--- config.mk ---
export PLATFORM = sky130hd
export DESIGN_NAME = hfe_back
export DESIGN_NICKNAME = d
export VERILOG_FILES = /design/src/hw/rtl/haar_feature_evaluator_core_defines.svh /design/src/hw/rtl/hfe_pkg.sv /design/src/hw/rtl/hfe_back.sv
export SDC_FILE = /design/constraint.sdc
export NUM_CORES = 1
export LEC_CHECK = 0
export ABC_AREA = 0
export BUFFER_PORTS_ARGS = -buffer_cell sky130_fd_sc_hd__buf_2
export CAP_MARGIN = 20
export CORE_MARGIN = 2
export CORE_UTILIZATION = 30
export DETAILED_ROUTE_END_ITERATION = 16
export PLACE_DENSITY = 0.52
export SYNTH_ARGS = -nofsm -noshare
export SYNTH_HDL_FRONTEND = slang
export SYNTH_SLANG_ARGS = --single-unit
--- constraint.sdc ---
create_clock -name clk_i -period 5.95 [get_ports clk_i]
set_clock_uncertainty 0.2 [all_clocks]
set_input_delay 1.19 -clock clk_i [delete_from_list [all_inputs] [get_ports clk_i]]
set_output_delay 1.19 -clock clk_i [all_outputs]
set_load 0.005 [all_outputs]
--- src/hw/rtl/haar_feature_evaluator_core_defines.svh ---
// ----------------------------------------------------------------------------
// Haar feature evaluator assertion macros
// Shared concurrent assertion helpers, clocked on clk_i and reset by rst_ni.
// ----------------------------------------------------------------------------
`ifndef HAAR_FEATURE_EVALUATOR_CORE_DEFINES_SVH
`define HAAR_FEATURE_EVALUATOR_CORE_DEFINES_SVH
`ifndef SYNTHESIS
`define HFE_ASSERT(lbl, prop, msg) \
  lbl: assert property (@(posedge clk_i) disable iff (!rst_ni) prop) else $error(msg);
`define HFE_ASSERT_NEVER(lbl, cond, msg) \
  `HFE_ASSERT(lbl, !(cond), msg)
`else
`define HFE_ASSERT(lbl, prop, msg)
`define HFE_ASSERT_NEVER(lbl, cond, msg)
`endif
`endif

--- src/hw/rtl/hfe_pkg.sv ---
// ----------------------------------------------------------------------------
// Haar feature evaluator package
// Payload types, command and corner types, and the per-feature corner tables.
// ----------------------------------------------------------------------------
`default_nettype none

package hfe_pkg;

  localparam int DEFAULT_WINDOW_SIZE = 24;
  localparam int QUEUE_DEPTH = 2;
  localparam int VALUE_W = 18;
  localparam int ACC_W = 24;

  localparam logic [2:0] KIND_H2 = 3'd0;
  localparam logic [2:0] KIND_V2 = 3'd1;
  localparam logic [2:0] KIND_H3 = 3'd2;
  localparam logic [2:0] KIND_V3 = 3'd3;
  localparam logic [2:0] KIND_F4 = 3'd4;

  localparam logic REQ_LOAD = 1'b0;

  typedef struct packed {
    logic        req_type;
    logic [9:0]  load_index;
    logic [17:0] load_value;
    logic [2:0]  feature_kind;
    logic [4:0]  pos_x;
    logic [4:0]  pos_y;
    logic [4:0]  scale_x;
    logic [4:0]  scale_y;
  } in_t;

  typedef struct packed {
    logic signed [19:0] feature_value;
    logic               out_of_window;
  } out_t;

  // Classified command handed from the front to the back.
  typedef struct packed {
    logic        is_load;
    logic        load_ok;
    logic [9:0]  load_index;
    logic [17:0] load_value;
    logic        skip;
    logic        oow;
    logic [2:0]  kind;
    logic [4:0]  pos_x;
    logic [4:0]  pos_y;
    logic [4:0]  scale_x;
    logic [4:0]  scale_y;
  } cmd_t;

  typedef enum logic [2:0] {
    COEF_P1,
    COEF_M1,
    COEF_P2,
    COEF_M2,
    COEF_P4
  } coef_e;

  typedef struct packed {
    logic       last;
    logic [1:0] di;
    logic [1:0] dj;
    coef_e      coef;
  } corner_t;

  typedef enum logic [1:0] {
    BS_IDLE,
    BS_RUN,
    BS_DONE,
    BS_WAIT
  } bstate_e;

  // Multiplies a 5-bit scale by 0..3.
  function automatic logic [6:0] scale_mul(input logic [4:0] s, input logic [1:0] m);
    logic [6:0] r;
    case (m)
      2'd0:    r = 7'd0;
      2'd1:    r = {2'b00, s};
      2'd2:    r = {1'b0, s, 1'b0};
      default: r = {2'b00, s} + {1'b0, s, 1'b0};
    endcase
    return r;
  endfunction

  function automatic corner_t mk(input logic [1:0] di, input logic [1:0] dj,
                                 input coef_e coef, input logic last);
    corner_t c;
    c.last = last;
    c.di   = di;
    c.dj   = dj;
    c.coef = coef;
    return c;
  endfunction

  // Grid corners (in units of the scale) and their weights for each feature.
  function automatic corner_t corner_at(input logic [2:0] kind, input logic [3:0] step);
    corner_t c;
    c = mk(2'd0, 2'd0, COEF_P1, 1'b1);
    case (kind)
      KIND_H2: begin
        case (step)
          4'd0:    c = mk(2'd0, 2'd0, COEF_M1, 1'b0);
          4'd1:    c = mk(2'd1, 2'd0, COEF_P2, 1'b0);
          4'd2:    c = mk(2'd2, 2'd0, COEF_M1, 1'b0);
          4'd3:    c = mk(2'd0, 2'd1, COEF_P1, 1'b0);
          4'd4:    c = mk(2'd1, 2'd1, COEF_M2, 1'b0);
          default: c = mk(2'd2, 2'd1, COEF_P1, 1'b1);
        endcase
      end
      KIND_V2: begin
        case (step)
          4'd0:    c = mk(2'd0, 2'd0, COEF_M1, 1'b0);
          4'd1:    c = mk(2'd0, 2'd1, COEF_P2, 1'b0);
          4'd2:    c = mk(2'd0, 2'd2, COEF_M1, 1'b0);
          4'd3:    c = mk(2'd1, 2'd0, COEF_P1, 1'b0);
          4'd4:    c = mk(2'd1, 2'd1, COEF_M2, 1'b0);
          default: c = mk(2'd1, 2'd2, COEF_P1, 1'b1);
        endcase
      end
      KIND_H3: begin
        case (step)
          4'd0:    c = mk(2'd0, 2'd0, COEF_M1, 1'b0);
          4'd1:    c = mk(2'd1, 2'd0, COEF_P2, 1'b0);
          4'd2:    c = mk(2'd2, 2'd0, COEF_M2, 1'b0);
          4'd3:    c = mk(2'd3, 2'd0, COEF_P1, 1'b0);
          4'd4:    c = mk(2'd0, 2'd1, COEF_P1, 1'b0);
          4'd5:    c = mk(2'd1, 2'd1, COEF_M2, 1'b0);
          4'd6:    c = mk(2'd2, 2'd1, COEF_P2, 1'b0);
          default: c = mk(2'd3, 2'd1, COEF_M1, 1'b1);
        endcase
      end
      KIND_V3: begin
        case (step)
          4'd0:    c = mk(2'd0, 2'd0, COEF_M1, 1'b0);
          4'd1:    c = mk(2'd0, 2'd1, COEF_P2, 1'b0);
          4'd2:    c = mk(2'd0, 2'd2, COEF_M2, 1'b0);
          4'd3:    c = mk(2'd0, 2'd3, COEF_P1, 1'b0);
          4'd4:    c = mk(2'd1, 2'd0, COEF_P1, 1'b0);
          4'd5:    c = mk(2'd1, 2'd1, COEF_M2, 1'b0);
          4'd6:    c = mk(2'd1, 2'd2, COEF_P2, 1'b0);
          default: c = mk(2'd1, 2'd3, COEF_M1, 1'b1);
        endcase
      end
      KIND_F4: begin
        case (step)
          4'd0:    c = mk(2'd0, 2'd0, COEF_P1, 1'b0);
          4'd1:    c = mk(2'd1, 2'd0, COEF_M2, 1'b0);
          4'd2:    c = mk(2'd2, 2'd0, COEF_P1, 1'b0);
          4'd3:    c = mk(2'd0, 2'd1, COEF_M2, 1'b0);
          4'd4:    c = mk(2'd1, 2'd1, COEF_P4, 1'b0);
          4'd5:    c = mk(2'd2, 2'd1, COEF_M2, 1'b0);
          4'd6:    c = mk(2'd0, 2'd2, COEF_P1, 1'b0);
          4'd7:    c = mk(2'd1, 2'd2, COEF_M2, 1'b0);
          default: c = mk(2'd2, 2'd2, COEF_P1, 1'b1);
        endcase
      end
      default: c = mk(2'd0, 2'd0, COEF_P1, 1'b1);
    endcase
    return c;
  endfunction

endpackage

`default_nettype wire

--- src/hw/rtl/hfe_back.sv ---
// ----------------------------------------------------------------------------
// Haar feature evaluator back end
// Writes loads to the store and walks feature corners one read per cycle.
// ----------------------------------------------------------------------------
`default_nettype none

module hfe_back #(
  parameter int WINDOW_SIZE = hfe_pkg::DEFAULT_WINDOW_SIZE
) (
  input  wire logic                                      clk_i,
  input  wire logic                                      rst_ni,
  input  wire logic                                      head_valid_i,
  input  wire hfe_pkg::cmd_t                             head_i,
  output logic                                           pop_o,
  output logic                                           ram_we_o,
  output logic [$clog2(WINDOW_SIZE*WINDOW_SIZE)-1:0]     ram_addr_o,
  output logic [hfe_pkg::VALUE_W-1:0]                    ram_wdata_o,
  input  wire logic [hfe_pkg::VALUE_W-1:0]               ram_rdata_i,
  output logic                                           out_valid_o,
  input  wire logic                                      out_ready_i,
  output hfe_pkg::out_t                                  out_data_o
);
  import hfe_pkg::*;

  localparam int AW = $clog2(WINDOW_SIZE * WINDOW_SIZE);
  localparam logic signed [ACC_W-1:0] SAT_MAX = ACC_W'(524287);
  localparam logic signed [ACC_W-1:0] SAT_MIN = -ACC_W'(524288);

  bstate_e                  state_q, state_d;
  logic [3:0]               step_q, step_d;
  cmd_t                     cmd_q, cmd_d;
  logic signed [ACC_W-1:0]  acc_q, acc_d;
  logic                     rd_vld_q, rd_vld_d;
  coef_e                    coef_q, coef_d;
  out_t                     out_q, out_d;
  logic                     out_valid_q, out_valid_d;
  logic                     out_free;
  corner_t                  cor;
  logic [6:0]               col, row;
  logic [15:0]              addr_full;
  logic signed [ACC_W-1:0]  base, term, final_sum;

  function automatic logic signed [19:0] sat(input logic signed [ACC_W-1:0] v);
    logic signed [ACC_W-1:0] r;
    r = v;
    if (v > SAT_MAX) r = SAT_MAX;
    if (v < SAT_MIN) r = SAT_MIN;
    return r[19:0];
  endfunction

  assign out_free = !out_valid_q || out_ready_i;

  always_comb begin
    cor       = corner_at(cmd_q.kind, step_q);
    col       = {2'b00, cmd_q.pos_x} + scale_mul(cmd_q.scale_x, cor.di);
    row       = {2'b00, cmd_q.pos_y} + scale_mul(cmd_q.scale_y, cor.dj);
    addr_full = 16'(row) * 16'(WINDOW_SIZE) + 16'(col);

    base = $signed({{(ACC_W-VALUE_W){1'b0}}, ram_rdata_i});
    case (coef_q)
      COEF_P1: term = base;
      COEF_M1: term = -base;
      COEF_P2: term = base <<< 1;
      COEF_M2: term = -(base <<< 1);
      COEF_P4: term = base <<< 2;
      default: term = base;
    endcase
    final_sum = acc_q + term;
  end

  always_comb begin
    state_d     = state_q;
    step_d      = step_q;
    cmd_d       = cmd_q;
    acc_d       = acc_q;
    rd_vld_d    = 1'b0;
    coef_d      = coef_q;
    out_d       = out_q;
    out_valid_d = out_valid_q && !out_ready_i;
    pop_o       = 1'b0;
    ram_we_o    = 1'b0;
    ram_addr_o  = addr_full[AW-1:0];
    ram_wdata_o = head_i.load_value;

    case (state_q)
      BS_IDLE: begin
        ram_addr_o = AW'(head_i.load_index);
        if (head_valid_i) begin
          if (head_i.is_load) begin
            pop_o    = 1'b1;
            ram_we_o = head_i.load_ok;
          end else if (head_i.skip) begin
            if (out_free) begin
              pop_o                   = 1'b1;
              out_d.feature_value     = '0;
              out_d.out_of_window     = head_i.oow;
              out_valid_d             = 1'b1;
            end
          end else begin
            pop_o   = 1'b1;
            cmd_d   = head_i;
            step_d  = '0;
            acc_d   = '0;
            state_d = BS_RUN;
          end
        end
      end
      BS_RUN: begin
        // Read one corner per cycle; its weight lines up with the data next cycle.
        if (rd_vld_q) begin
          acc_d = final_sum;
        end
        rd_vld_d = 1'b1;
        coef_d   = cor.coef;
        step_d   = step_q + 4'd1;
        if (cor.last) begin
          state_d = BS_DONE;
        end
      end
      BS_DONE: begin
        acc_d = final_sum;
        if (out_free) begin
          out_d.feature_value = sat(final_sum);
          out_d.out_of_window = 1'b0;
          out_valid_d         = 1'b1;
          state_d             = BS_IDLE;
        end else begin
          state_d = BS_WAIT;
        end
      end
      BS_WAIT: begin
        if (out_free) begin
          out_d.feature_value = sat(acc_q);
          out_d.out_of_window = 1'b0;
          out_valid_d         = 1'b1;
          state_d             = BS_IDLE;
        end
      end
      default: state_d = BS_IDLE;
    endcase
  end

  always_ff @(posedge clk_i or negedge rst_ni) begin
    if (!rst_ni) begin
      state_q     <= BS_IDLE;
      rd_vld_q    <= 1'b0;
      out_valid_q <= 1'b0;
    end else begin
      state_q     <= state_d;
      rd_vld_q    <= rd_vld_d;
      out_valid_q <= out_valid_d;
    end
  end

  always_ff @(posedge clk_i) begin
    step_q <= step_d;
    cmd_q  <= cmd_d;
    acc_q  <= acc_d;
    coef_q <= coef_d;
    out_q  <= out_d;
  end

  assign out_valid_o = out_valid_q;
  assign out_data_o  = out_q;

endmodule

`default_nettype wire

==> results.md, run 1 <==
- Status: finished, violations left
- Failing checks: negative setup slack
- Commonest non-fill, non-tap cell in the layout: buf_4
- Area share of the largest cell type after synthesis: 0.290
- H-Tree Depth: 3
- Placed cells: 1355
- Most frequent cells in the layout: buf_4, buf_2, a21oi_1
- Max-slew violations: 0
- Hold Violations, Final: 0
- Synth cell types: 79
- Vias in the first global route: 6600
- Detailed-route via count: 6886
- Startpoint Class: flop
- Vias per inst: 4.99
- Synthesized Nets: 1036
- FMAX: 0.152 GHz
- Post-synthesis sequential area ratio: 0.318
- # hold bufs at CTS: 0
- CTS max path bufs: 2
- Initial antenna violation count: 1
- Top cells by area, synth: edfxtp_1, ha_1, a21oi_1
- Die height: 165 µm
- Starting Density: 0.307
- Max incr delay on CP: 0.49 ns
- Crit. End Element: primary output
- Yosys reg bits: 85
- Drt total wl: 20900 µm
- Post-synth EDFFs: 75
- Clock Latency Late Sink: 0.35 ns
- # nets final: 1200
- Area delta synth->final: 26.0%
- DIE AREA: 0.0272 mm²
- Area leader, netlist: edfxtp_1
- Critical path arrival: 5.17 ns
- Setup violators final: 5
- CTS Buf Count: 9
- Routed length per placed instance: 15.2 µm
- Setup TNS: -2.25 ns
- Syn avg cell area: 8.83 µm²
- Fillers: 2585
- IO buf count: 92
- DRT Pass-1 Iters: 5
- DRC Markers: 0
- First-pass GRT wire length: 33500 µm
- Relative slew margins: 0.321
- Final core occ: 0.387
- Synth Cell Area: 0.00778 mm²
- Fin crit share: 1.10
- Asr flop ratio synth: 0.0471
- Antenna diodes: 0
- Syn Inst Count: 881
- Ports: 129
- Post-DRT Antenna Nets: 0
- Clock root cell: clkbuf_16
- CP max-delay cell: fa_1
- Most frequent CP cell: xnor2_1
- Post-DP HPWL: 16000 µm
- Crit path buf inv count: 7
- RSZ-0062 raised after global routing: true
- Total grt overflow: 0
- Worst hold path class: flop to flop
- Clock-pin slew on the worst setup and hold paths: 0.06 ns
- Share of cells above drive strength 1: 0.284
- Max Cap Viol: 0
- Placer Congestion: 0.874
- Largest net degree at the start of global routing: 28
- GRT Resource Usage Total: 0.156
- Critical path peak fanout: 3
- WP data required: 4.56 ns
- Synth warn: 0
- Crit path kind: flop to primary output
- Dpl ws: -0.283 ns
- Clock Sinks: 85
- Die Wd: 165 µm
- Delay-heaviest family, CP: adder cells
- Fin worst setup slack: -0.610 ns
- Reg area: 0.00247 mm²
- Core Rows: 58
- Core Area: 0.0253 mm²
- CTS tree: built
- Min cycle time layout: 6.56 ns
- Worst-margin pin slew: 1.02 ns
- Non-Filler Instances: 1380
- Main synth FF type: edfxtp_1
- DRT iter0 DRCs: 391
- Multi-input combinational cell area: 0.00509 mm²
==> routing by layer <==
layer,GRT usage,share of wire
met1,0.210,0.47
met5,0,0.00062
met4,0.0431,0.020
met3,0.0289,0.044
met2,0.255,0.47
==> final timing paths <==
path,start,end,slack (ns),cells after the start
worst max-delay path,step_q[1],ram_addr_o[9],-0.61,26
max in group asynchronous,rst_ni,state_q[0],4.98,1
worst min-delay path,flop,coef_q[2],0.31,1
min in group asynchronous,rst_ni,out_valid_o,0.45,1
worst max register to register,coef_q[1],out_data_o[9],0.80,17
worst min register to register,flop,coef_q[2],0.31,1
==> cell families (layout without fill, tap and decap cells) <==
kind of cell               Yosys count  after routing  synth area share
AOI/OAI and AO/OA                  286            286             0.233
and+or+nand+nor                    257            257             0.160
buffers and inverters               93            262            0.0602
DFF                                 85             85             0.318
adders and majority gates           78             78             0.132
xor gates and xnor gates            62             62            0.0698
muxes                               20             20            0.0270
==> worst reg2reg max path: stages, from the launching register on <==
cell and delay, ns:
edfxtp_1 0.63, nor2_1 0.29, nand2_1 0.37, o22ai_1 0.38, o31ai_1 0.12, nand2_1 0.09, o221ai_1 0.15, ha_1 0.37
o21ai_0 0.31, o21ai_2 0.15, a2111oi_4 0.39, o31ai_2 0.14, a41oi_2 0.24, xnor2_1 0.10, or4_1 0.53, buf_12 0.19
a21oi_2 0.14, o21ai_1 0.10
==> flip-flops by register name, indices dropped and copies added (netlist names), named ones only <==
register     count
state_q          2
cmd_q           23
out_valid_o      1
coef_q           3
rd_vld_q         1
step_q           4
out_data_o      21
acc_q           24
==> through the flow <==
step	area, µm²	hold WS [ns]
4_1_cts	9710	0.313
3_5_place_dp	9250	0.295
6_report	9800	0.310
2_1_floorplan	7830	0.282
3_3_place_gp	9250	0.297
5_1_grt	9800	0.317
==> area by class of cell <==
| class | count | share of cell area |
|---|---|---|
| timing repair buffer | 206 | 0.139 |
| tap | 330 | 0.0421 |
| clock inverter | 7 | 0.00919 |
| inverter | 40 | 0.0153 |
| clock buffer | 9 | 0.0230 |
| multi-input combinational | 703 | 0.519 |
| sequential | 85 | 0.252 |
==> repair_timing <==
action | in CTS | in global routing
endpoints found under the hold margin | 0 | 0
gates cloned | 0 | 0
setup endpoints to repair | 5 | 6
setup buffers | 6 | 5
gates resized for setup | 26 | 14
pin swaps | 7 | 23
==> Yosys cell counts, types with 4 or more instances <==
cell type,instances
a21oi_1,84
edfxtp_1,75
nand2_1,74
o21ai_0,74
nor2_1,72
ha_1,71
xnor2_1,41
inv_1,39
and2_1,30
clkbuf_1,23
xor2_1,21
buf_4,19
a21o_1,16
nand2b_1,15
o22ai_1,15
nor3_1,13
mux2i_1,12
o21a_1,12
o21ai_1,12
nor2b_1,11
o21bai_1,11
a21oi_2,10
nand3_1,9
mux2_2,8
fa_1,7
nor4_1,7
a211oi_1,6
dfxtp_1,6
nand4_1,5
a311oi_1,4
buf_1,4
dfrtp_1,4
o211ai_1,4
Power of run 1 is not shown: default switching activity piles up to over one toggle a cycle in this logic, so the estimate is an artifact.
==> run 2, diff against run 1 <==
==> constraint.sdc (replaced) <==
create_clock -name clk_i -period 5.95 [get_ports clk_i]
set_clock_uncertainty 0.2 [all_clocks]
set_input_delay 0.595 -clock clk_i [delete_from_list [all_inputs] [get_ports clk_i]]
set_output_delay 0.595 -clock clk_i [all_outputs]
set_load 0.005 [all_outputs]
==> results.md, run 2 (synthesis gave the netlist of run 1 again) <==
- Status: finished, violations left
- Failing checks: negative setup slack
- Setup TNS: -0.0281 ns (+2.23 ns)
- Vias per inst: 5.10 (+2.2%)
- Fillers: 2575 (-0.39%)
- First-pass GRT wire length: 32600 µm (-2.8%)
- Core Rows: 58 (unchanged)
- Delay-heaviest family, CP: compound AO/OA/AOI/OAI gates
- CTS Buf Count: 9 (unchanged)
- Clock Sinks: 85 (unchanged)
- Initial antenna violation count: 0 (-1)
- Crit path buf inv count: 2 (-5)
- RSZ-0062 raised after global routing: true
- GRT Resource Usage Total: 0.153 (-0.00283)
- Starting Density: 0.307 (unchanged)
- Post-place instance area: 0.00866 mm² (-6.3%)
- Crit. End Element: primary output
- Critical path arrival: 5.18 ns (about the same)
- Worst-margin pin slew: 0.973 ns (-0.0458 ns)
- DRT Pass-1 Iters: 6 (+1)
- Max Cap Viol: 0 (unchanged)
- Vias in the first global route: 6339 (-4.0%)
- Ports: 129 (unchanged)
- WP data required: 5.16 ns (+0.60 ns)
- Critical path peak fanout: 6 (+3)
- Area delta synth->final: 20.7%
- Worst hold path class: input port to flop
- Die Wd: 165 µm (unchanged)
- Share of cells above drive strength 1: 0.249 (-0.0346)
- Drt total wl: 20800 µm (-0.55%)
- Max reg flops: 24 (unchanged)
- Relative slew margins: 0.351 (+0.0306)
- Min cycle time layout: 5.98 ns (-0.582 ns)
- Post-DP HPWL: 15300 µm (-4.6%)
- CTS max path bufs: 2 (unchanged)
- Final Cell Area: 0.00939 mm² (-4.2%)
- Detailed-route via count: 6717 (-2.5%)
- Fin worst setup slack: -0.0281 ns (+0.582 ns)
- FMAX: 0.167 GHz (+9.7%)
- Max-slew violations: 0 (unchanged)
- Clock-pin slew on the worst setup and hold paths: 0.07 ns (about the same)
- Fin crit share: 1.00 (-0.0978)
- Hold Violations, Final: 0 (unchanged)
- H-Tree Depth: 3 (unchanged)
- Largest net degree at the start of global routing: 25 (-11%)
- CP max-delay cell: edfxtp_1
- Routed length per placed instance: 15.8 µm (+4.2%)
- CTS tree: built
- Largest Register: acc_q
- Core Area: 0.0253 mm² (unchanged)
- IO buf count: 92 (unchanged)
- Crit path kind: flop to primary output
- Total grt overflow: 0 (unchanged)
- DRT iter0 DRCs: 450 (+15%)
- Antenna diodes: 0 (unchanged)
- Die height: 165 µm (unchanged)
- Clock Latency Late Sink: 0.36 ns (about the same)
- Final core occ: 0.371 (-0.0162)
- DRC Markers: 0 (unchanged)
- R2R Setup Slk: 0.67 ns (-0.13 ns)
- Post-DRT Antenna Nets: 0 (unchanged)
- Clock root cell: clkbuf_16
- # nets final: 1137 (-5.3%)
- Placer Congestion: 0.854 (-2.3%)
- Max incr delay on CP: 0.51 ns (+0.02 ns)
- Startpoint Class: flop
- Setup violators final: 1 (-4)
- Most frequent cells in the layout: buf_2, a21oi_1, edfxtp_1
- Commonest non-fill, non-tap cell in the layout: buf_2
- DIE AREA: 0.0272 mm² (unchanged)
- Hold_ws: 0.216 ns (-0.0939 ns)
-- run 2: worst paths after layout --
kind                       startpoint       endpoint  cells past startpoint
max                         step_q[0]  ram_addr_o[9]                     25
min                         head_i[7]       cmd_q[7]                      1
max reg2reg                 coef_q[1]  out_data_o[8]                     18
min reg2reg                      flop      coef_q[2]                      1
max in group asynchronous      rst_ni       rd_vld_q                      2
min in group asynchronous      rst_ni    out_valid_o                      2
-- run 2: what timing repair did --
action	CTS	global route
resized for setup	37	27
gates cloned	0	0
endpoints found under the hold margin	4	0
hold buffers	1	0
buffers inserted	13	3
pin swaps	23	23
setup endpoints to repair	2	3
-- run 2: final cells by class --
type / count / area, µm² / share of cell area
clock buffers: 9 / 225 / 0.0240
clock inverters: 7 / 105 / 0.0112
inverters: 40 / 150 / 0.0160
multi-input cells: 703 / 5130 / 0.546
flip-flops and latches: 85 / 2470 / 0.263
well taps: 330 / 413 / 0.0440
repair buffers: 143 / 893 / 0.0951
-- run 2: through the flow --
step,std cells,setup slack (ns)
floorplan,881,0.288
global placement,1284,0.124
detailed placement,1284,0.0377
CTS,1314,-0.0392
global route,1317,-0.368
finish,1317,-0.0281
-- run 2: metal layers --
metal	vias up	track usage	wire (µm)	part of all wire
li1	3387	-	-	-
met1	3133	0.199	9110	0.44
met2	175	0.261	10200	0.49
met3	22	0.0294	1110	0.053
met4	0	0.0368	361	0.017
met5	-	0	0	0
-- run 2: worst register-to-register path, cell delays in order, from the launching register on --
cell and delay, ns:
edfxtp_1 0.43, buf_4 0.21, nor2_1 0.19, nand2_1 0.39
o22ai_1 0.41, o31ai_1 0.12, nand2_1 0.08, o221ai_1 0.15
ha_1 0.37, o21ai_0 0.31, o21ai_2 0.15, a2111oi_4 0.40
o31ai_2 0.17, a41oi_2 0.24, xnor2_1 0.14, or4_1 0.54
buf_12 0.19, a21oi_1 0.16, o21ai_0 0.14
Power of run 2 is left out for the same reason.
==> run 3, diff against run 2 <==
--- a/config.mk
+++ b/config.mk
@@ -11,7 +11,6 @@
 export CORE_MARGIN = 2
 export CORE_UTILIZATION = 30
 export DETAILED_ROUTE_END_ITERATION = 16
-export PLACE_DENSITY = 0.52
 export SYNTH_ARGS = -nofsm -noshare
 export SYNTH_HDL_FRONTEND = slang
 export SYNTH_SLANG_ARGS = --single-unit
==> results.md, run 3 (synthesis gave the netlist of run 1 again) <==
- DRC Markers: 0 (unchanged)
- Global routing met3 resource utilization: 0.0254 (-0.00402)
- Routed length per placed instance: 15.4 µm (-2.4%)
- Max incr delay on CP: 0.52 ns (about the same)
- Setup violators final: 1 (unchanged)
- Worst-margin pin slew: 0.803 ns (-0.170 ns)
- Largest Register: acc_q
- Clock root cell: clkbuf_16
- Delay-heaviest family, CP: adder cells
- Commonest non-fill, non-tap cell in the layout: buf_2
- WP data required: 5.16 ns (about the same)
- IO buf count: 92 (unchanged)
- Fin crit share: 1.02 (+0.0139)
- Total grt overflow: 0 (unchanged)
- Crit. End Element: primary output
- Max reg flops: 24 (unchanged)
- Vias per inst: 5.13 (+0.55%)
- Detailed-route via count: 6785 (+1.0%)
- GRT Resource Usage Total: 0.151 (-0.00208)
- Min cycle time layout: 6.06 ns (+0.0827 ns)
- Busiest layer in global routing: met2
- CTS tree: built
- Starting Density: 0.307 (unchanged)
- Most frequent cells in the layout: buf_2, a21oi_1, edfxtp_1
- # nets final: 1143 (+0.53%)
- Vias in the first global route: 6507 (+2.7%)
- Placed cells: 1281 (-0.23%)
- DRT Pass-1 Iters: 5 (-1)
- Fillers: 2551 (-0.93%)
- Critical path peak fanout: 4 (-2)
- Relative slew margins: 0.464 (+0.112)
- Startpoint Class: flop
- Antenna diodes: 0 (unchanged)
- Ports: 129 (unchanged)
- Grt met2 use: 0.256 (-0.00549)
- Share of cells above drive strength 1: 0.246 (-0.00352)
- Die Wd: 165 µm (unchanged)
- Core Rows: 58 (unchanged)
- Die height: 165 µm (unchanged)
- Post-DP HPWL: 15100 µm (-1.7%)
- Crit path kind: flop to primary output
- Placer Congestion: 0.878 (+2.7%)
- CTS Buf Count: 9 (unchanged)
- Max Cap Viol: 0 (unchanged)
- FMAX: 0.165 GHz (-1.4%)
- Status: finished, violations left
- Max-slew violations: 0 (unchanged)
- Core Area: 0.0253 mm² (unchanged)
- First-pass GRT wire length: 32800 µm (+0.51%)
- CP max-delay cell: fa_1
- Final core occ: 0.370 (-0.00109)
- Initial antenna violation count: 0 (unchanged)
- Critical path arrival: 5.27 ns (+0.09 ns)
- H-Tree Depth: 3 (unchanged)
- Non-Filler Instances: 1323 (+0.46%)
- DIE AREA: 0.0272 mm² (unchanged)
- Clock Sinks: 85 (unchanged)
- Drt total wl: 20400 µm (-2.0%)
- RSZ-0062 raised after global routing: true
- Post-DRT Antenna Nets: 0 (unchanged)
- Met1 usage: 0.195 (-0.00382)
- Area delta synth->final: 20.4%
- CTS max path bufs: 2 (unchanged)
- Fin worst setup slack: -0.111 ns (-0.0827 ns)
- Hold Violations, Final: 0 (unchanged)
- Worst hold path class: input port to flop
- DRT iter0 DRCs: 406 (-9.8%)
- Failing checks: negative setup slack
- Clock Latency Late Sink: 0.35 ns (about the same)
- Clock-pin slew on the worst setup and hold paths: 0.07 ns (about the same)
- Largest net degree at the start of global routing: 31 (+24%)
- Crit path buf inv count: 6 (+4)
-- run 3: area by class of cell --
type                       count  area [µm²]  share of cell area
clock buffer                   9         225              0.0241
clock inverter                 7        73.8             0.00788
inverter                      40         155              0.0166
multi-input combinational    703        5090               0.544
sequential                    85        2470               0.264
tap                          330         413              0.0441
timing repair buffer         149         931              0.0994
-- run 3: layer usage --
| layer | up-vias | share of wire |
|---|---|---|
| li1 | 3389 | - |
| met1 | 3151 | 0.45 |
| met2 | 203 | 0.48 |
| met3 | 42 | 0.049 |
| met4 | 0 | 0.029 |
| met5 | - | 0 |
-- run 3: timing repair --
action	CTS	global route
pin swaps	30	21
endpoints found under the setup margin	3	3
hold buffers	1	0
resized for setup	40	15
endpoints found under the hold margin	4	0
cloned	0	0
setup buffers	20	6
-- run 3: through the flow --
step                      TNS [ns]  worst slack [ns]  area (µm²)  hold slack, ns
final                       -0.111            -0.111        9360           0.219
after global routing        -0.526            -0.326        9360           0.200
after CTS                  -0.0134           -0.0134        9260           0.204
after detailed placement   -0.0246           -0.0246        8630           0.221
after global placement           0            0.0224        8630           0.221
after floorplan                  0             0.288        7780          0.0994
-- run 3: worst paths after layout --
kind | from | endpoint | slack [ns] | cells past startpoint
max reg2reg | coef_q[1] | out_data_o[13] | 0.80 | 18
min reg2reg | flop | coef_q[2] | 0.32 | 1
min | head_i[7] | cmd_q[7] | 0.22 | 1
min in group asynchronous | rst_ni | out_valid_o | 0.43 | 2
max | step_q[1] | ram_addr_o[9] | -0.11 | 25
max in group asynchronous | rst_ni | rd_vld_q | 4.98 | 2
Power of run 3 is left out for the same reason.
