## config.mk

```make
export PLATFORM = sky130hd
export DESIGN_NAME = hfe_front
export DESIGN_NICKNAME = d
export VERILOG_FILES = /design/src/hw/rtl/haar_feature_evaluator_core_defines.svh /design/src/hw/rtl/hfe_pkg.sv /design/src/hw/rtl/hfe_front.sv
export SDC_FILE = /design/constraint.sdc
export NUM_CORES = 1
export LEC_CHECK = 0
export ABC_AREA = 1
export BUFFER_PORTS_ARGS = -buffer_cell sky130_fd_sc_hd__buf_4
export CAP_MARGIN = 10
export CORE_MARGIN = 10
export CORE_UTILIZATION = 50
export CTS_BUF_LIST = sky130_fd_sc_hd__clkbuf_4
export DETAILED_ROUTE_END_ITERATION = 12
export PLACE_DENSITY_LB_ADDON = 0.1
export SYNTH_ARGS = -nofsm -noshare
export SYNTH_HDL_FRONTEND = slang
export SYNTH_SLANG_ARGS = --single-unit
```

## constraint.sdc

```tcl
create_clock -name clk_i -period 5.45 [get_ports clk_i]
set_input_delay 1.635 -clock clk_i [delete_from_list [all_inputs] [get_ports clk_i]]
set_output_delay 1.635 -clock clk_i [all_outputs]
set_load 0.03 [all_outputs]
```

## src/hw/rtl/haar_feature_evaluator_core_defines.svh

```systemverilog
// ----------------------------------------------------------------------------
// Haar feature evaluator assertion macros
// Shared concurrent assertion helpers, clocked on clk_i and reset by rst_ni.
// ----------------------------------------------------------------------------
`ifndef HAAR_FEATURE_EVALUATOR_CORE_DEFINES_SVH
`define HAAR_FEATURE_EVALUATOR_CORE_DEFINES_SVH
`ifndef SYNTHESIS
`define HFE_ASSERT(lbl, prop, msg) \
  lbl: assert property (@(posedge clk_i) disable iff (!rst_ni) prop) else $error(msg);
`define HFE_ASSERT_NEVER(lbl, cond, msg) \
  `HFE_ASSERT(lbl, !(cond), msg)
`else
`define HFE_ASSERT(lbl, prop, msg)
`define HFE_ASSERT_NEVER(lbl, cond, msg)
`endif
`endif

```

## src/hw/rtl/hfe_pkg.sv

```systemverilog
// ----------------------------------------------------------------------------
// Haar feature evaluator package
// Payload types, command and corner types, and the per-feature corner tables.
// ----------------------------------------------------------------------------
`default_nettype none

package hfe_pkg;

  localparam int DEFAULT_WINDOW_SIZE = 24;
  localparam int QUEUE_DEPTH = 2;
  localparam int VALUE_W = 18;
  localparam int ACC_W = 24;

  localparam logic [2:0] KIND_H2 = 3'd0;
  localparam logic [2:0] KIND_V2 = 3'd1;
  localparam logic [2:0] KIND_H3 = 3'd2;
  localparam logic [2:0] KIND_V3 = 3'd3;
  localparam logic [2:0] KIND_F4 = 3'd4;

  localparam logic REQ_LOAD = 1'b0;

  typedef struct packed {
    logic        req_type;
    logic [9:0]  load_index;
    logic [17:0] load_value;
    logic [2:0]  feature_kind;
    logic [4:0]  pos_x;
    logic [4:0]  pos_y;
    logic [4:0]  scale_x;
    logic [4:0]  scale_y;
  } in_t;

  typedef struct packed {
    logic signed [19:0] feature_value;
    logic               out_of_window;
  } out_t;

  // Classified command handed from the front to the back.
  typedef struct packed {
    logic        is_load;
    logic        load_ok;
    logic [9:0]  load_index;
    logic [17:0] load_value;
    logic        skip;
    logic        oow;
    logic [2:0]  kind;
    logic [4:0]  pos_x;
    logic [4:0]  pos_y;
    logic [4:0]  scale_x;
    logic [4:0]  scale_y;
  } cmd_t;

  typedef enum logic [2:0] {
    COEF_P1,
    COEF_M1,
    COEF_P2,
    COEF_M2,
    COEF_P4
  } coef_e;

  typedef struct packed {
    logic       last;
    logic [1:0] di;
    logic [1:0] dj;
    coef_e      coef;
  } corner_t;

  typedef enum logic [1:0] {
    BS_IDLE,
    BS_RUN,
    BS_DONE,
    BS_WAIT
  } bstate_e;

  // Multiplies a 5-bit scale by 0..3.
  function automatic logic [6:0] scale_mul(input logic [4:0] s, input logic [1:0] m);
    logic [6:0] r;
    case (m)
      2'd0:    r = 7'd0;
      2'd1:    r = {2'b00, s};
      2'd2:    r = {1'b0, s, 1'b0};
      default: r = {2'b00, s} + {1'b0, s, 1'b0};
    endcase
    return r;
  endfunction

  function automatic corner_t mk(input logic [1:0] di, input logic [1:0] dj,
                                 input coef_e coef, input logic last);
    corner_t c;
    c.last = last;
    c.di   = di;
    c.dj   = dj;
    c.coef = coef;
    return c;
  endfunction

  // Grid corners (in units of the scale) and their weights for each feature.
  function automatic corner_t corner_at(input logic [2:0] kind, input logic [3:0] step);
    corner_t c;
    c = mk(2'd0, 2'd0, COEF_P1, 1'b1);
    case (kind)
      KIND_H2: begin
        case (step)
          4'd0:    c = mk(2'd0, 2'd0, COEF_M1, 1'b0);
          4'd1:    c = mk(2'd1, 2'd0, COEF_P2, 1'b0);
          4'd2:    c = mk(2'd2, 2'd0, COEF_M1, 1'b0);
          4'd3:    c = mk(2'd0, 2'd1, COEF_P1, 1'b0);
          4'd4:    c = mk(2'd1, 2'd1, COEF_M2, 1'b0);
          default: c = mk(2'd2, 2'd1, COEF_P1, 1'b1);
        endcase
      end
      KIND_V2: begin
        case (step)
          4'd0:    c = mk(2'd0, 2'd0, COEF_M1, 1'b0);
          4'd1:    c = mk(2'd0, 2'd1, COEF_P2, 1'b0);
          4'd2:    c = mk(2'd0, 2'd2, COEF_M1, 1'b0);
          4'd3:    c = mk(2'd1, 2'd0, COEF_P1, 1'b0);
          4'd4:    c = mk(2'd1, 2'd1, COEF_M2, 1'b0);
          default: c = mk(2'd1, 2'd2, COEF_P1, 1'b1);
        endcase
      end
      KIND_H3: begin
        case (step)
          4'd0:    c = mk(2'd0, 2'd0, COEF_M1, 1'b0);
          4'd1:    c = mk(2'd1, 2'd0, COEF_P2, 1'b0);
          4'd2:    c = mk(2'd2, 2'd0, COEF_M2, 1'b0);
          4'd3:    c = mk(2'd3, 2'd0, COEF_P1, 1'b0);
          4'd4:    c = mk(2'd0, 2'd1, COEF_P1, 1'b0);
          4'd5:    c = mk(2'd1, 2'd1, COEF_M2, 1'b0);
          4'd6:    c = mk(2'd2, 2'd1, COEF_P2, 1'b0);
          default: c = mk(2'd3, 2'd1, COEF_M1, 1'b1);
        endcase
      end
      KIND_V3: begin
        case (step)
          4'd0:    c = mk(2'd0, 2'd0, COEF_M1, 1'b0);
          4'd1:    c = mk(2'd0, 2'd1, COEF_P2, 1'b0);
          4'd2:    c = mk(2'd0, 2'd2, COEF_M2, 1'b0);
          4'd3:    c = mk(2'd0, 2'd3, COEF_P1, 1'b0);
          4'd4:    c = mk(2'd1, 2'd0, COEF_P1, 1'b0);
          4'd5:    c = mk(2'd1, 2'd1, COEF_M2, 1'b0);
          4'd6:    c = mk(2'd1, 2'd2, COEF_P2, 1'b0);
          default: c = mk(2'd1, 2'd3, COEF_M1, 1'b1);
        endcase
      end
      KIND_F4: begin
        case (step)
          4'd0:    c = mk(2'd0, 2'd0, COEF_P1, 1'b0);
          4'd1:    c = mk(2'd1, 2'd0, COEF_M2, 1'b0);
          4'd2:    c = mk(2'd2, 2'd0, COEF_P1, 1'b0);
          4'd3:    c = mk(2'd0, 2'd1, COEF_M2, 1'b0);
          4'd4:    c = mk(2'd1, 2'd1, COEF_P4, 1'b0);
          4'd5:    c = mk(2'd2, 2'd1, COEF_M2, 1'b0);
          4'd6:    c = mk(2'd0, 2'd2, COEF_P1, 1'b0);
          4'd7:    c = mk(2'd1, 2'd2, COEF_M2, 1'b0);
          default: c = mk(2'd2, 2'd2, COEF_P1, 1'b1);
        endcase
      end
      default: c = mk(2'd0, 2'd0, COEF_P1, 1'b1);
    endcase
    return c;
  endfunction

endpackage

`default_nettype wire

```

## src/hw/rtl/hfe_front.sv

```systemverilog
// ----------------------------------------------------------------------------
// Haar feature evaluator front end
// Accepts items, classifies loads and evaluations, and queues the commands.
// ----------------------------------------------------------------------------
`default_nettype none

module hfe_front #(
  parameter int WINDOW_SIZE = hfe_pkg::DEFAULT_WINDOW_SIZE
) (
  input  wire logic          clk_i,
  input  wire logic          rst_ni,
  input  wire logic          in_valid_i,
  output logic               in_ready_o,
  input  wire hfe_pkg::in_t  in_data_i,
  output logic               head_valid_o,
  output hfe_pkg::cmd_t      head_o,
  input  wire logic          pop_i
);
  import hfe_pkg::*;

  localparam int PTR_W = $clog2(QUEUE_DEPTH);
  localparam int CNT_W = $clog2(QUEUE_DEPTH + 1);
  localparam int DEPTH_WORDS = WINDOW_SIZE * WINDOW_SIZE;

  cmd_t             mem_q [QUEUE_DEPTH];
  logic [PTR_W-1:0] wr_ptr_q, rd_ptr_q;
  logic [CNT_W-1:0] cnt_q;
  cmd_t             cmd;
  logic [1:0]       mx, my;
  logic [7:0]       far_x, far_y;
  logic             push, pop;

  always_comb begin
    mx = 2'd2;
    my = 2'd1;
    case (in_data_i.feature_kind)
      KIND_H2: begin mx = 2'd2; my = 2'd1; end
      KIND_V2: begin mx = 2'd1; my = 2'd2; end
      KIND_H3: begin mx = 2'd3; my = 2'd1; end
      KIND_V3: begin mx = 2'd1; my = 2'd3; end
      KIND_F4: begin mx = 2'd2; my = 2'd2; end
      default: begin mx = 2'd0; my = 2'd0; end
    endcase
    far_x = {3'b000, in_data_i.pos_x} + {1'b0, scale_mul(in_data_i.scale_x, mx)};
    far_y = {3'b000, in_data_i.pos_y} + {1'b0, scale_mul(in_data_i.scale_y, my)};

    cmd.is_load    = (in_data_i.req_type == REQ_LOAD);
    cmd.load_ok    = ({6'd0, in_data_i.load_index} < 16'(DEPTH_WORDS));
    cmd.load_index = in_data_i.load_index;
    cmd.load_value = in_data_i.load_value;
    cmd.kind       = in_data_i.feature_kind;
    cmd.pos_x      = in_data_i.pos_x;
    cmd.pos_y      = in_data_i.pos_y;
    cmd.scale_x    = in_data_i.scale_x;
    cmd.scale_y    = in_data_i.scale_y;
    // Undefined kinds report in-window with a zero value.
    if (in_data_i.feature_kind > KIND_F4) begin
      cmd.oow = 1'b0;
    end else begin
      cmd.oow = (far_x > 8'(WINDOW_SIZE - 1)) || (far_y > 8'(WINDOW_SIZE - 1));
    end
    cmd.skip = cmd.oow || (in_data_i.feature_kind > KIND_F4);
  end

  assign in_ready_o   = (cnt_q != CNT_W'(QUEUE_DEPTH));
  assign push         = in_valid_i && in_ready_o;
  assign head_valid_o = (cnt_q != '0);
  assign pop          = pop_i && head_valid_o;
  assign head_o       = mem_q[rd_ptr_q];

  always_ff @(posedge clk_i or negedge rst_ni) begin
    if (!rst_ni) begin
      wr_ptr_q <= '0;
      rd_ptr_q <= '0;
      cnt_q    <= '0;
    end else begin
      if (push) begin
        wr_ptr_q <= wr_ptr_q + PTR_W'(1);
      end
      if (pop) begin
        rd_ptr_q <= rd_ptr_q + PTR_W'(1);
      end
      cnt_q <= cnt_q + CNT_W'(push) - CNT_W'(pop);
    end
  end

  always_ff @(posedge clk_i) begin
    if (push) begin
      mem_q[wr_ptr_q] <= cmd;
    end
  end

endmodule

`default_nettype wire

```

==> impl_metrics.sql, run 1 <==
INSERT INTO impl_metrics (metric_group, metric, value, unit) VALUES
('outcome', 'run_status', 'finished, final reports clean', ''),
('synth', 'synthDistinctLibCells', '31', ''),
('layout', 'diodes', '0', ''),
('synth', 'syn_nets', '585', ''),
('sta', 'postLayoutSetupSlackWorst', '1.75', 'ns'),
('synth', 'synth_warnings', '0', ''),
('sta', 'fin_tns_setup', '0', 'ns'),
('clock_tree', 'cts_buffers', '17', ''),
('critical_path', 'worst_setup_path_start_kind', 'register', ''),
('critical_path', 'launch_point_of_the_worst_path', 'rd_ptr_q', ''),
('power', 'seqPwrFrac', '0.356', ''),
('critical_path', 'cp-end-kind', 'output port', ''),
('synth', 'synth_top_cells_by_count', '214 x sky130_fd_sc_hd__nand2_1, 110 x sky130_fd_sc_hd__edfxtp_1, 44 x sky130_fd_sc_hd__inv_1, 25 x sky130_fd_sc_hd__ha_1, 17 x sky130_fd_sc_hd__nor2_1', ''),
('sta', 'worst_pin_slew', '1.01', 'ns'),
('synth', 'average_cell_area_after_synthesis', '10.6', 'µm²'),
('flow_run', 'cap_viol_max_count', '0', ''),
('synth', 'synth_enable_flop_cells', '110', ''),
('hold_path', 'hold_start', 'cnt_q[0]', ''),
('floorplan', 'initial_standard_cell_utilization_of_the_core', '0.514', ''),
('floorplan', 'core.rowCount', '37', ''),
('sta', 'hold_viol_final', '0', ''),
('power', 'switching_power_of_the_nets', '0.00141', 'W'),
('grt', 'antenna_found_initial', '0', ''),
('route', 'total_number_of_vias', '3794', ''),
('floorplan', 'total_die_area', '15100', 'µm²'),
('synth', 'ys_top_cells_by_area', 'sky130_fd_sc_hd__edfxtp_1 62%, sky130_fd_sc_hd__nand2_1 15%, sky130_fd_sc_hd__ha_1 5.9%, sky130_fd_sc_hd__inv_1 3.1%, sky130_fd_sc_hd__dfrtp_1 1.9%', ''),
('sta', 'layout_worst_path_cycle_share', '0.678', ''),
('clock_tree', 'clock-root-buffer', 'sky130_fd_sc_hd__clkbuf_4', ''),
('synth', 'synth_largest_type_area_fraction', '0.622', ''),
('synth', 'postSynthRegisterBits', '114', ''),
('route', 'route.detailed.drc', '0', ''),
('clock_tree', 'source_to_sink_clock_delay_at_the_later_pin_of_the_worst_skew_pair', '0.51', 'ns'),
('clock_tree', 'post_cts_hold_buffer_count', '0', ''),
('synth', 'synth_top_cell_by_area', 'sky130_fd_sc_hd__edfxtp_1', ''),
('placement', 'portBuffers', '112', ''),
('grt', 'grt_start_max_net_pins', '57', ''),
('sta', 'report.final.setup_viol', '0', ''),
('route', 'wl_per_cell', '15.3', 'µm'),
('clock_tree', 'number_of_buffers_inserted_to_repair_setup_after_cts', '0', ''),
('power', 'switching_share', '0.403', ''),
('synth', 'synth_area', '5310', 'µm²'),
('critical_path', 'timing.critical_path.fanout_max', '56', ''),
('floorplan', 'chipHeight', '123', 'µm'),
('synth', 'synth-main-ff-cell', 'sky130_fd_sc_hd__edfxtp_1', ''),
('clock_tree', 'cts-resized-gates', '0', ''),
('power', 'power.share.clock', '0.205', ''),
('grt', 'gr-usage-all-layers', '0.157', ''),
('layout', 'final_area', '6650', 'µm²'),
('layout', 'post_route_cells_drive_above_1_share', '0.247', ''),
('power', 'share_comb_of_total_power', '0.439', ''),
('sta', 'max_slew_margin', '0.325', ''),
('layout', 'final_net_count', '707', ''),
('clock_tree', 'tritoncts', 'yes', ''),
('synth', 'synth_sequential_area_ratio', '0.641', ''),
('floorplan', 'core-area', '10300', 'µm²'),
('power', 'peakVddDrop', '0.278', 'mV'),
('critical_path', 'critPathKind', 'register to output port', ''),
('synth', 'synth_most_common_cell', 'sky130_fd_sc_hd__nand2_1', ''),
('layout', 'area_growth', '25.2', '%'),
('floorplan', 'pin_count', '113', ''),
('floorplan', 'chipWidth', '123', 'µm'),
('synth', 'post_synth_inst_count', '500', ''),
('power', 'power.density_cell_area', '527', 'nW/µm²'),
('placement', 'post-dp-hpwl', '8220', 'µm'),
('route', 'drt-pass1-iter-count', '4', ''),
('route', 'drt-total-wl', '11800', 'µm'),
('synth', 'ys_async_sr_fraction', '0.0351', ''),
('critical_path', 'worst-r2r-setup-slack', '3.23', 'ns'),
('critical_path', 'worst-endpoint-arrival', '2.06', 'ns'),
('route', 'drt.antenna.violating_nets', '0', ''),
('sta', 'rsz_0062_raised_after_global_routing', 'false', '');
[power by group through the flow]
stage                     logic, W  clock network (W)  registers (W)
after global routing       0.00166           0.000770        0.00126
after detailed placement   0.00156                  0        0.00127
after CTS                  0.00157           0.000730        0.00125
after floorplan           0.000970                  0        0.00127
final                      0.00154           0.000719        0.00125
after global placement     0.00155                  0        0.00126
[sequential cells by signal (all words and copies together) (netlist names)]
| signal | cells |
|---|---|
| cnt_q | 2 |
| rd_ptr_q | 1 |
| mem_q | 110 |
| wr_ptr_q | 1 |
[per-layer routing]
metal / vias to the layer above / track usage / routed length [µm]
met5: - / 0 / 0
met4: 0 / 0.0648 / 212
met3: 18 / 0.0515 / 765
met2: 94 / 0.268 / 5880
met1: 1776 / 0.178 / 4940
li1: 1906 / - / -
[final timing paths]
path,cells after the start,to
max,4,head_o[25]
min,1,cnt_q[0]
max reg2reg,4,mem_q[0][36]
min reg2reg,1,cnt_q[0]
max in group asynchronous,1,rd_ptr_q
min in group asynchronous,1,wr_ptr_q
[cells in the final DEF, fill, tap and decap left out]
cell,Yosys,final
sky130_fd_sc_hd__xnor2_1,3,3
sky130_fd_sc_hd__inv_2,3,4
sky130_fd_sc_hd__a21oi_1,9,9
sky130_fd_sc_hd__dfrtp_2,0,1
sky130_fd_sc_hd__ha_1,25,25
sky130_fd_sc_hd__nand3b_1,6,6
sky130_fd_sc_hd__o21ai_0,7,7
sky130_fd_sc_hd__a21oi_2,1,1
sky130_fd_sc_hd__o22ai_1,4,4
sky130_fd_sc_hd__nand3_1,13,13
sky130_fd_sc_hd__nor2_1,17,15
sky130_fd_sc_hd__a31oi_1,2,2
sky130_fd_sc_hd__buf_4,0,115
sky130_fd_sc_hd__nor3b_1,1,1
sky130_fd_sc_hd__clkbuf_4,0,19
sky130_fd_sc_hd__o31ai_1,1,1
sky130_fd_sc_hd__clkinv_1,0,5
sky130_fd_sc_hd__nor2_4,2,4
sky130_fd_sc_hd__nand2_2,1,1
sky130_fd_sc_hd__a22oi_1,1,1
sky130_fd_sc_hd__nor3_1,1,1
sky130_fd_sc_hd__nor2_2,3,3
sky130_fd_sc_hd__nand4_1,4,4
sky130_fd_sc_hd__o221ai_1,3,3
sky130_fd_sc_hd__clkinv_4,0,1
sky130_fd_sc_hd__bufinv_16,0,5
sky130_fd_sc_hd__edfxtp_1,110,110
sky130_fd_sc_hd__xor2_1,2,2
sky130_fd_sc_hd__inv_1,44,43
sky130_fd_sc_hd__clkinv_2,0,1
sky130_fd_sc_hd__and2_1,1,1
sky130_fd_sc_hd__nand2_1,214,214
sky130_fd_sc_hd__a21boi_1,1,1
sky130_fd_sc_hd__dfrtp_1,4,3
sky130_fd_sc_hd__fa_1,4,4
sky130_fd_sc_hd__clkinvlp_4,0,1
sky130_fd_sc_hd__or2_2,1,1
[cell families after synthesis]
group                    share of synthesized area
flip-flops                                   0.641
AND/OR/NAND/NOR                              0.202
XOR/XNOR                                   0.00825
buffers and inverters                       0.0417
adder cells (fa/ha/maj)                     0.0740
AO/OA/AOI/OAI                               0.0330
[area by class of cell]
| class | count | area [µm²] |
|---|---|---|
| fill | 837 | 3670 |
| sequential | 114 | 3400 |
| multi-input combinational | 327 | 1700 |
| timing repair buffer | 115 | 863 |
| clock inverter | 13 | 190 |
| inverter | 47 | 176 |
| tap | 136 | 170 |
| clock buffer | 19 | 143 |
[critical path, stage by stage, from the launching register on]
cell,delay (ns)
sky130_fd_sc_hd__dfrtp_2,0.41
sky130_fd_sc_hd__inv_2,0.73
sky130_fd_sc_hd__nand2_1,0.12
sky130_fd_sc_hd__nand2_1,0.12
sky130_fd_sc_hd__buf_4,0.16
[per-stage QoR]
stage	instances	hold slack, ns	util
after floorplan	500	0.485	-
after global placement	739	0.508	0.612
after detailed placement	739	0.524	0.612
after CTS	771	0.545	0.644
after global routing	771	0.564	0.644
final	771	0.539	0.644
Note: power is estimated with default switching activity, not from simulation.
==> inputs of run 2 (changes only) <==
clock period = 3.8 ns   (was 5.45 ns; I/O delays follow)
==> run 2 against run 1 <==
Effect of this change:
- total power rose by 41%
- via count decreased by 0.21%
- non-clock buffer count up 5
- combinational power is 45% higher
- clock power is 26% higher
- register-to-register slack lost 1.4 ns
- sequential share of layout area down 0.077 points
- sequential power is 43% higher
- worst hold slack lost 0.10 ns
==> impl_metrics.sql, run 2 (synthesis gave the netlist of run 1 again) <==
INSERT INTO impl_metrics (metric_group, metric, value, unit) VALUES
('clock_tree', 'max-clock-path-buffers', '2', ''),
('route', 'route.detailed.drc', '0', ''),
('power', 'power.density_cell_area', '741', 'nW/µm²'),
('layout', 'final_net_count', '712', ''),
('sta', 'hold_viol_final', '0', ''),
('sta', 'worst_pin_slew', '0.744', 'ns'),
('layout', 'diodes', '0', ''),
('grt', 'grt_pass1_wl', '18400', 'µm'),
('grt', 'grt_start_max_net_pins', '56', ''),
('grt', 'grt-ovfl-total', '0', ''),
('grt', 'gr-usage-all-layers', '0.154', ''),
('layout', 'final_common_cell', 'sky130_fd_sc_hd__nand2_1', ''),
('layout', 'final_area', '6660', 'µm²'),
('layout', 'area_growth', '25.4', '%'),
('route', 'total_number_of_vias', '3786', ''),
('critical_path', 'worst-endpoint-required', '4.02', 'ns'),
('floorplan', 'initial_standard_cell_utilization_of_the_core', '0.514', ''),
('clock_tree', 'ctsHtreeMaxLevel', '4', ''),
('floorplan', 'chipWidth', '123', 'µm'),
('clock_tree', 'clk_transition_reported_paths', '0.10', 'ns'),
('route', 'drt-initial-drc-count', '265', ''),
('critical_path', 'critical_path.reg2reg.startpoint', 'cnt_q[1]', ''),
('clock_tree', 'clock-root-buffer', 'sky130_fd_sc_hd__clkbuf_4', ''),
('floorplan', 'pin_count', '113', ''),
('layout', 'finished_core_util', '0.645', ''),
('placement', 'portBuffers', '112', ''),
('critical_path', 'worst-endpoint-arrival', '3.34', 'ns'),
('hold_path', 'hp-class', 'input port to async pin', ''),
('placement', 'post-dp-hpwl', '8380', 'µm'),
('layout', 'filler_cell_count', '823', ''),
('route', 'viasPerCell', '4.89', ''),
('route', 'drt-total-wl', '11800', 'µm'),
('clock_tree', 'source_to_sink_clock_delay_at_the_later_pin_of_the_worst_skew_pair', '0.48', 'ns'),
('grt', 'antenna_found_initial', '0', ''),
('route', 'drt-pass1-iter-count', '4', ''),
('sta', 'final.min_clock_period', '3.13', 'ns'),
('critical_path', 'worst_setup_path_start_kind', 'input port', ''),
('placement', 'placedInstanceArea', '6370', 'µm²'),
('sta', 'layout_worst_path_cycle_share', '0.823', ''),
('clock_tree', 'tritoncts', 'yes', ''),
('grt', 'grt-busiest-layer', 'met2', ''),
('sta', 'fin_tns_setup', '0', 'ns'),
('layout', 'layout_common_cells', '214 x sky130_fd_sc_hd__nand2_1, 119 x sky130_fd_sc_hd__buf_4, 110 x sky130_fd_sc_hd__edfxtp_1, 43 x sky130_fd_sc_hd__inv_1, 25 x sky130_fd_sc_hd__ha_1', ''),
('sta', 'finalClockSkew', '0.0151', 'ns'),
('sta', 'rsz_0062_raised_after_global_routing', 'false', ''),
('route', 'drt.antenna.violating_nets', '0', ''),
('placement', 'post-place-cells', '744', ''),
('power', 'leakagePower', '3.03', 'nW'),
('floorplan', 'core-area', '10300', 'µm²'),
('sta', 'max_slew_margin', '0.503', ''),
('layout', 'largest-register', 'mem_q', ''),
('flow_run', 'cap_viol_max_count', '0', ''),
('route', 'wl_per_cell', '15.2', 'µm'),
('layout', 'number_of_flip_flops_under_the_largest_register_name', '110', ''),
('power', 'peakVddDrop', '0.402', 'mV'),
('layout', 'post_route_cells_drive_above_1_share', '0.258', ''),
('grt', 'grt.met2_usage', '0.269', ''),
('clock_tree', 'post_cts_hold_buffer_count', '0', ''),
('clock_tree', 'cts_buffers', '17', ''),
('critical_path', 'worst_r2r_path_depth', '4', ''),
('clock_tree', 'number_of_buffers_inserted_to_repair_setup_after_cts', '0', ''),
('critical_path', 'critical_path.reg2reg.endpoint', 'mem_q[1][7]', ''),
('sta', 'max_freq', '320', 'MHz'),
('power', 'total_power', '0.00493', 'W'),
('critical_path', 'critPathKind', 'input port to register', ''),
('grt', 'vias_in_the_first_global_route', '3860', ''),
('floorplan', 'core.rowCount', '37', ''),
('sta', 'report.final.setup_viol', '0', ''),
('layout', 'top_regs', 'mem_q x110, cnt_q x2', ''),
('floorplan', 'chipHeight', '123', 'µm'),
('critical_path', 'timing.critical_path.fanout_max', '5', ''),
('outcome', 'run_status', 'finished, final reports clean', ''),
('clock_tree', 'clock_sinks', '114', ''),
('sta', 'report.final.slew_viol_count', '0', ''),
('floorplan', 'total_die_area', '15100', 'µm²'),
('placement', 'gp_routability_congestion', '0.870', ''),
('layout', 'final_cell_count_no_fill', '775', ''),
('critical_path', 'worst-r2r-setup-slack', '1.81', 'ns'),
('critical_path', 'cp-end-kind', 'register', ''),
('grt', 'grt_use_met3', '0.0474', ''),
('grt', 'globalRouteMet1Util', '0.180', ''),
('clock_tree', 'cts-resized-gates', '0', '');
## run 2: cell types whose count changed in the layout (fill, tap and decap cells not counted), moves of 2 or more
cell and delta:
sky130_fd_sc_hd__clkinv_2 +2, sky130_fd_sc_hd__clkinvlp_4 +3, sky130_fd_sc_hd__buf_4 +4, sky130_fd_sc_hd__clkinv_1 -4, sky130_fd_sc_hd__clkbuf_4 -2, sky130_fd_sc_hd__bufinv_16 -2
## run 2: area by class of cell
type                            instances  area [µm²]  area share
Multi-Input combinational cell        327        1700       0.256
Inverter                               47         176      0.0265
Clock inverter                         14         165      0.0248
Timing Repair Buffer                  120         913       0.137
Clock buffer                           17         128      0.0192
Tap cell                              136         170      0.0256
Sequential cell                       114        3400       0.511
## run 2: how the worst max path moves through the flow
stage | startpoint | end | slack (ns) | depth (start not counted)
2_1_floorplan | in_data_i[0] | mem_q[0][24] | 0.49 | 15
3_3_place_gp | in_data_i[1] | mem_q[0][24] | 0.25 | 16
3_5_place_dp | in_data_i[6] | mem_q[0][24] | 0.20 | 18
4_1_cts | rd_ptr_q | head_o[13] | 0.58 | 5
5_1_grt | in_data_i[6] | mem_q[0][24] | 0.46 | 18
6_report | in_data_i[1] | mem_q[0][24] | 0.67 | 16
## run 2: critical path, stage by stage
cell and delay [ns]:
sky130_fd_sc_hd__buf_4 0.11, sky130_fd_sc_hd__ha_1 0.19, sky130_fd_sc_hd__inv_1 0.07, sky130_fd_sc_hd__fa_1 0.39, sky130_fd_sc_hd__xnor2_1 0.14, sky130_fd_sc_hd__nand2_1 0.06
sky130_fd_sc_hd__o221ai_1 0.11, sky130_fd_sc_hd__ha_1 0.34, sky130_fd_sc_hd__a21oi_1 0.20, sky130_fd_sc_hd__nand2_1 0.09, sky130_fd_sc_hd__nor2_1 0.09, sky130_fd_sc_hd__nand3_1 0.08
sky130_fd_sc_hd__nand2_1 0.06, sky130_fd_sc_hd__nand2_1 0.05, sky130_fd_sc_hd__nor2_2 0.13, sky130_fd_sc_hd__nand3_1 0.09
## run 2: power breakdown
| part | internal [W] | leakage (nW) | switching, W |
|---|---|---|---|
| registers | 0.00171 | 1.06 | 0.0000715 |
| logic | 0.000716 | 1.82 | 0.00152 |
| clock network | 0.000450 | 0.147 | 0.000456 |
## run 2: per-stage QoR
| stage | hold slack, ns | worst slack, ns |
|---|---|---|
| after floorplan | 0.492 | 0.493 |
| after global placement | 0.505 | 0.255 |
| after detailed placement | 0.520 | 0.204 |
| after CTS | 0.379 | 0.577 |
| after global routing | 0.372 | 0.464 |
| final | 0.434 | 0.673 |
## run 2: layer usage
metal  wire [µm]  share of wire  vias up
met2        6050           0.51      103
met4          64         0.0054        0
met5           0              0        -
met3         721          0.061        6
met1        4960           0.42     1756
li1            -              -     1921
==> inputs of run 3 (changes only) <==
clock period = 2.8 ns   (was 3.8 ns; I/O delays follow)
==> run 3 against run 2 <==
Effect of this change:
- worst hold slack got worse by 0.32 ns
- sequential share of layout area shrank 3.1 points
- via count is 4.9% higher
- clock-buffer cell count unchanged
- critical path depth is 2 lower
- cell area increased by 6.5%
- first-iteration DRC count down 11%
- sequential cell count did not move
- largest power group unchanged
==> impl_metrics.sql, run 3 (synthesis gave the netlist of run 1 again) <==
INSERT INTO impl_metrics (metric_group, metric, value, unit) VALUES
('grt', 'grt_start_max_net_pins', '36', ''),
('route', 'drt.antenna.violating_nets', '0', ''),
('grt', 'antenna_found_initial', '0', ''),
('clock_tree', 'clock-root-buffer', 'sky130_fd_sc_hd__clkbuf_4', ''),
('route', 'total_number_of_vias', '3970', ''),
('floorplan', 'core-area', '10300', 'µm²'),
('placement', 'post-dp-hpwl', '8840', 'µm'),
('placement', 'gp_routability_congestion', '0.870', ''),
('power', 'peakVddDrop', '0.551', 'mV'),
('critical_path', 'path_common_cell', 'sky130_fd_sc_hd__nand3_1', ''),
('sta', 'finalClockSkew', '0.0157', 'ns'),
('placement', 'post-place-cells', '789', ''),
('clock_tree', 'cts-resized-gates', '0', ''),
('layout', 'top_regs', 'mem_q x110, cnt_q x2', ''),
('route', 'drt-pass1-iter-count', '4', ''),
('critical_path', 'slowest_delay', '0.44', 'ns'),
('floorplan', 'chipHeight', '123', 'µm'),
('floorplan', 'pin_count', '113', ''),
('clock_tree', 'source_to_sink_clock_delay_at_the_later_pin_of_the_worst_skew_pair', '0.50', 'ns'),
('layout', 'area_growth', '33.5', '%'),
('grt', 'grt_pass1_wl', '19100', 'µm'),
('sta', 'hold_viol_final', '0', ''),
('placement', 'portBuffers', '112', ''),
('sta', 'layout_worst_path_cycle_share', '0.947', ''),
('clock_tree', 'post_cts_hold_buffer_count', '0', ''),
('route', 'drt-initial-drc-count', '237', ''),
('layout', 'layout_common_cells', '214 x sky130_fd_sc_hd__nand2_1, 164 x sky130_fd_sc_hd__buf_4, 110 x sky130_fd_sc_hd__edfxtp_1, 42 x sky130_fd_sc_hd__inv_1, 20 x sky130_fd_sc_hd__ha_1', ''),
('sta', 'report.final.setup_viol', '0', ''),
('clock_tree', 'ctsHtreeMaxLevel', '4', ''),
('grt', 'vias_in_the_first_global_route', '4022', ''),
('floorplan', 'initial_standard_cell_utilization_of_the_core', '0.514', ''),
('outcome', 'run_status', 'finished, final reports clean', ''),
('layout', 'final_cell_count_no_fill', '821', ''),
('clock_tree', 'tritoncts', 'yes', ''),
('critical_path', 'worst-endpoint-required', '3.05', 'ns'),
('sta', 'timing.hold.ws', '0.109', 'ns'),
('clock_tree', 'clk_transition_reported_paths', '0.11', 'ns'),
('route', 'route.detailed.drc', '0', ''),
('critical_path', 'worst-endpoint-arrival', '2.90', 'ns'),
('grt', 'grt-ovfl-total', '0', ''),
('critical_path', 'timing.critical_path.fanout_max', '5', ''),
('layout', 'final_net_count', '757', ''),
('grt', 'gr-usage-all-layers', '0.161', ''),
('route', 'wl_per_cell', '14.4', 'µm'),
('route', 'viasPerCell', '4.84', ''),
('sta', 'worst_pin_slew', '0.467', 'ns'),
('layout', 'diodes', '0', ''),
('critical_path', 'worstPathBufferInverterCount', '3', ''),
('critical_path', 'cpMaxStageDelayCell', 'sky130_fd_sc_hd__fa_2', ''),
('critical_path', 'path_delay_family', 'adder cells', ''),
('clock_tree', 'number_of_buffers_inserted_to_repair_setup_after_cts', '0', ''),
('flow_run', 'cap_viol_max_count', '0', ''),
('critical_path', 'critical_path.cell_chain', 'buf_4, ha_4, inv_1, fa_2, a22oi_2, ha_2, nand2_1, inv_1, o21ai_0, nand3_1, nand3_1, nand2_1, nor2_2, nand3_1', ''),
('floorplan', 'total_die_area', '15100', 'µm²'),
('layout', 'final_area', '7090', 'µm²'),
('clock_tree', 'cts_buffers', '17', ''),
('layout', 'post_route_cells_drive_above_1_share', '0.330', ''),
('clock_tree', 'max-clock-path-buffers', '2', ''),
('power', 'power.density_cell_area', '957', 'nW/µm²'),
('critical_path', 'critPathKind', 'input port to register', ''),
('layout', 'filler_cell_count', '763', ''),
('placement', 'placedInstanceArea', '6760', 'µm²'),
('sta', 'report.final.slew_viol_count', '0', ''),
('critical_path', 'worst_setup_path_start_kind', 'input port', ''),
('layout', 'final_common_cell', 'sky130_fd_sc_hd__nand2_1', ''),
('layout', 'number_of_flip_flops_under_the_largest_register_name', '110', ''),
('hold_path', 'hp-class', 'input port to async pin', ''),
('sta', 'rsz_0062_raised_after_global_routing', 'false', ''),
('power', 'leakagePower', '3.26', 'nW'),
('floorplan', 'core.rowCount', '37', ''),
('critical_path', 'cp-end-kind', 'register', ''),
('clock_tree', 'clock_sinks', '114', ''),
('floorplan', 'chipWidth', '123', 'µm'),
('route', 'drt-total-wl', '11800', 'µm'),
('power', 'total_power', '0.00679', 'W'),
('sta', 'max_slew_margin', '0.689', ''),
('sta', 'final.min_clock_period', '2.65', 'ns'),
('sta', 'max_freq', '377', 'MHz'),
('layout', 'largest-register', 'mem_q', '');
## run 3: routing by layer
metal,track usage,vias to the layer above,wire [µm]
li1,-,2016,-
met1,0.186,1831,5040
met2,0.271,105,5900
met3,0.0515,18,695
met4,0.0677,0,193
met5,0,-,0
## run 3: layout make-up
type | instances | area (µm²) | share of cell area
tap | 136 | 170 | 0.0240
multi-input combinational | 327 | 1790 | 0.252
sequential | 114 | 3400 | 0.480
clock buffer | 17 | 128 | 0.0180
inverter | 47 | 176 | 0.0249
timing repair buffer | 165 | 1250 | 0.176
clock inverter | 15 | 174 | 0.0245
## run 3: power breakdown
group / switching [W] / internal [W]
sequential: 0.000140 / 0.00233
clock: 0.000685 / 0.000557
combinational: 0.00204 / 0.00104
## run 3: worst paths after layout
kind                                 to  slack (ns)  cells past startpoint           from
min reg2reg                    cnt_q[0]        0.56                      1       cnt_q[0]
min in group clk_i         mem_q[0][28]        0.51                      1  in_data_i[26]
min                            cnt_q[1]        0.11                      1         rst_ni
max                        mem_q[1][24]        0.15                     14   in_data_i[6]
max in group asynchronous      rd_ptr_q        2.57                      1         rst_ni
max reg2reg                mem_q[1][15]        1.16                      4       cnt_q[1]
## run 3: per-stage QoR
step	util	worst slack, ns	TNS (ns)
after CTS	0.684	0.108	0
after global routing	0.687	0.00320	0
after detailed placement	0.655	-0.394	-1.49
after global placement	0.655	-0.317	-1.20
after floorplan	-	-0.0921	-0.305
final	0.687	0.149	0
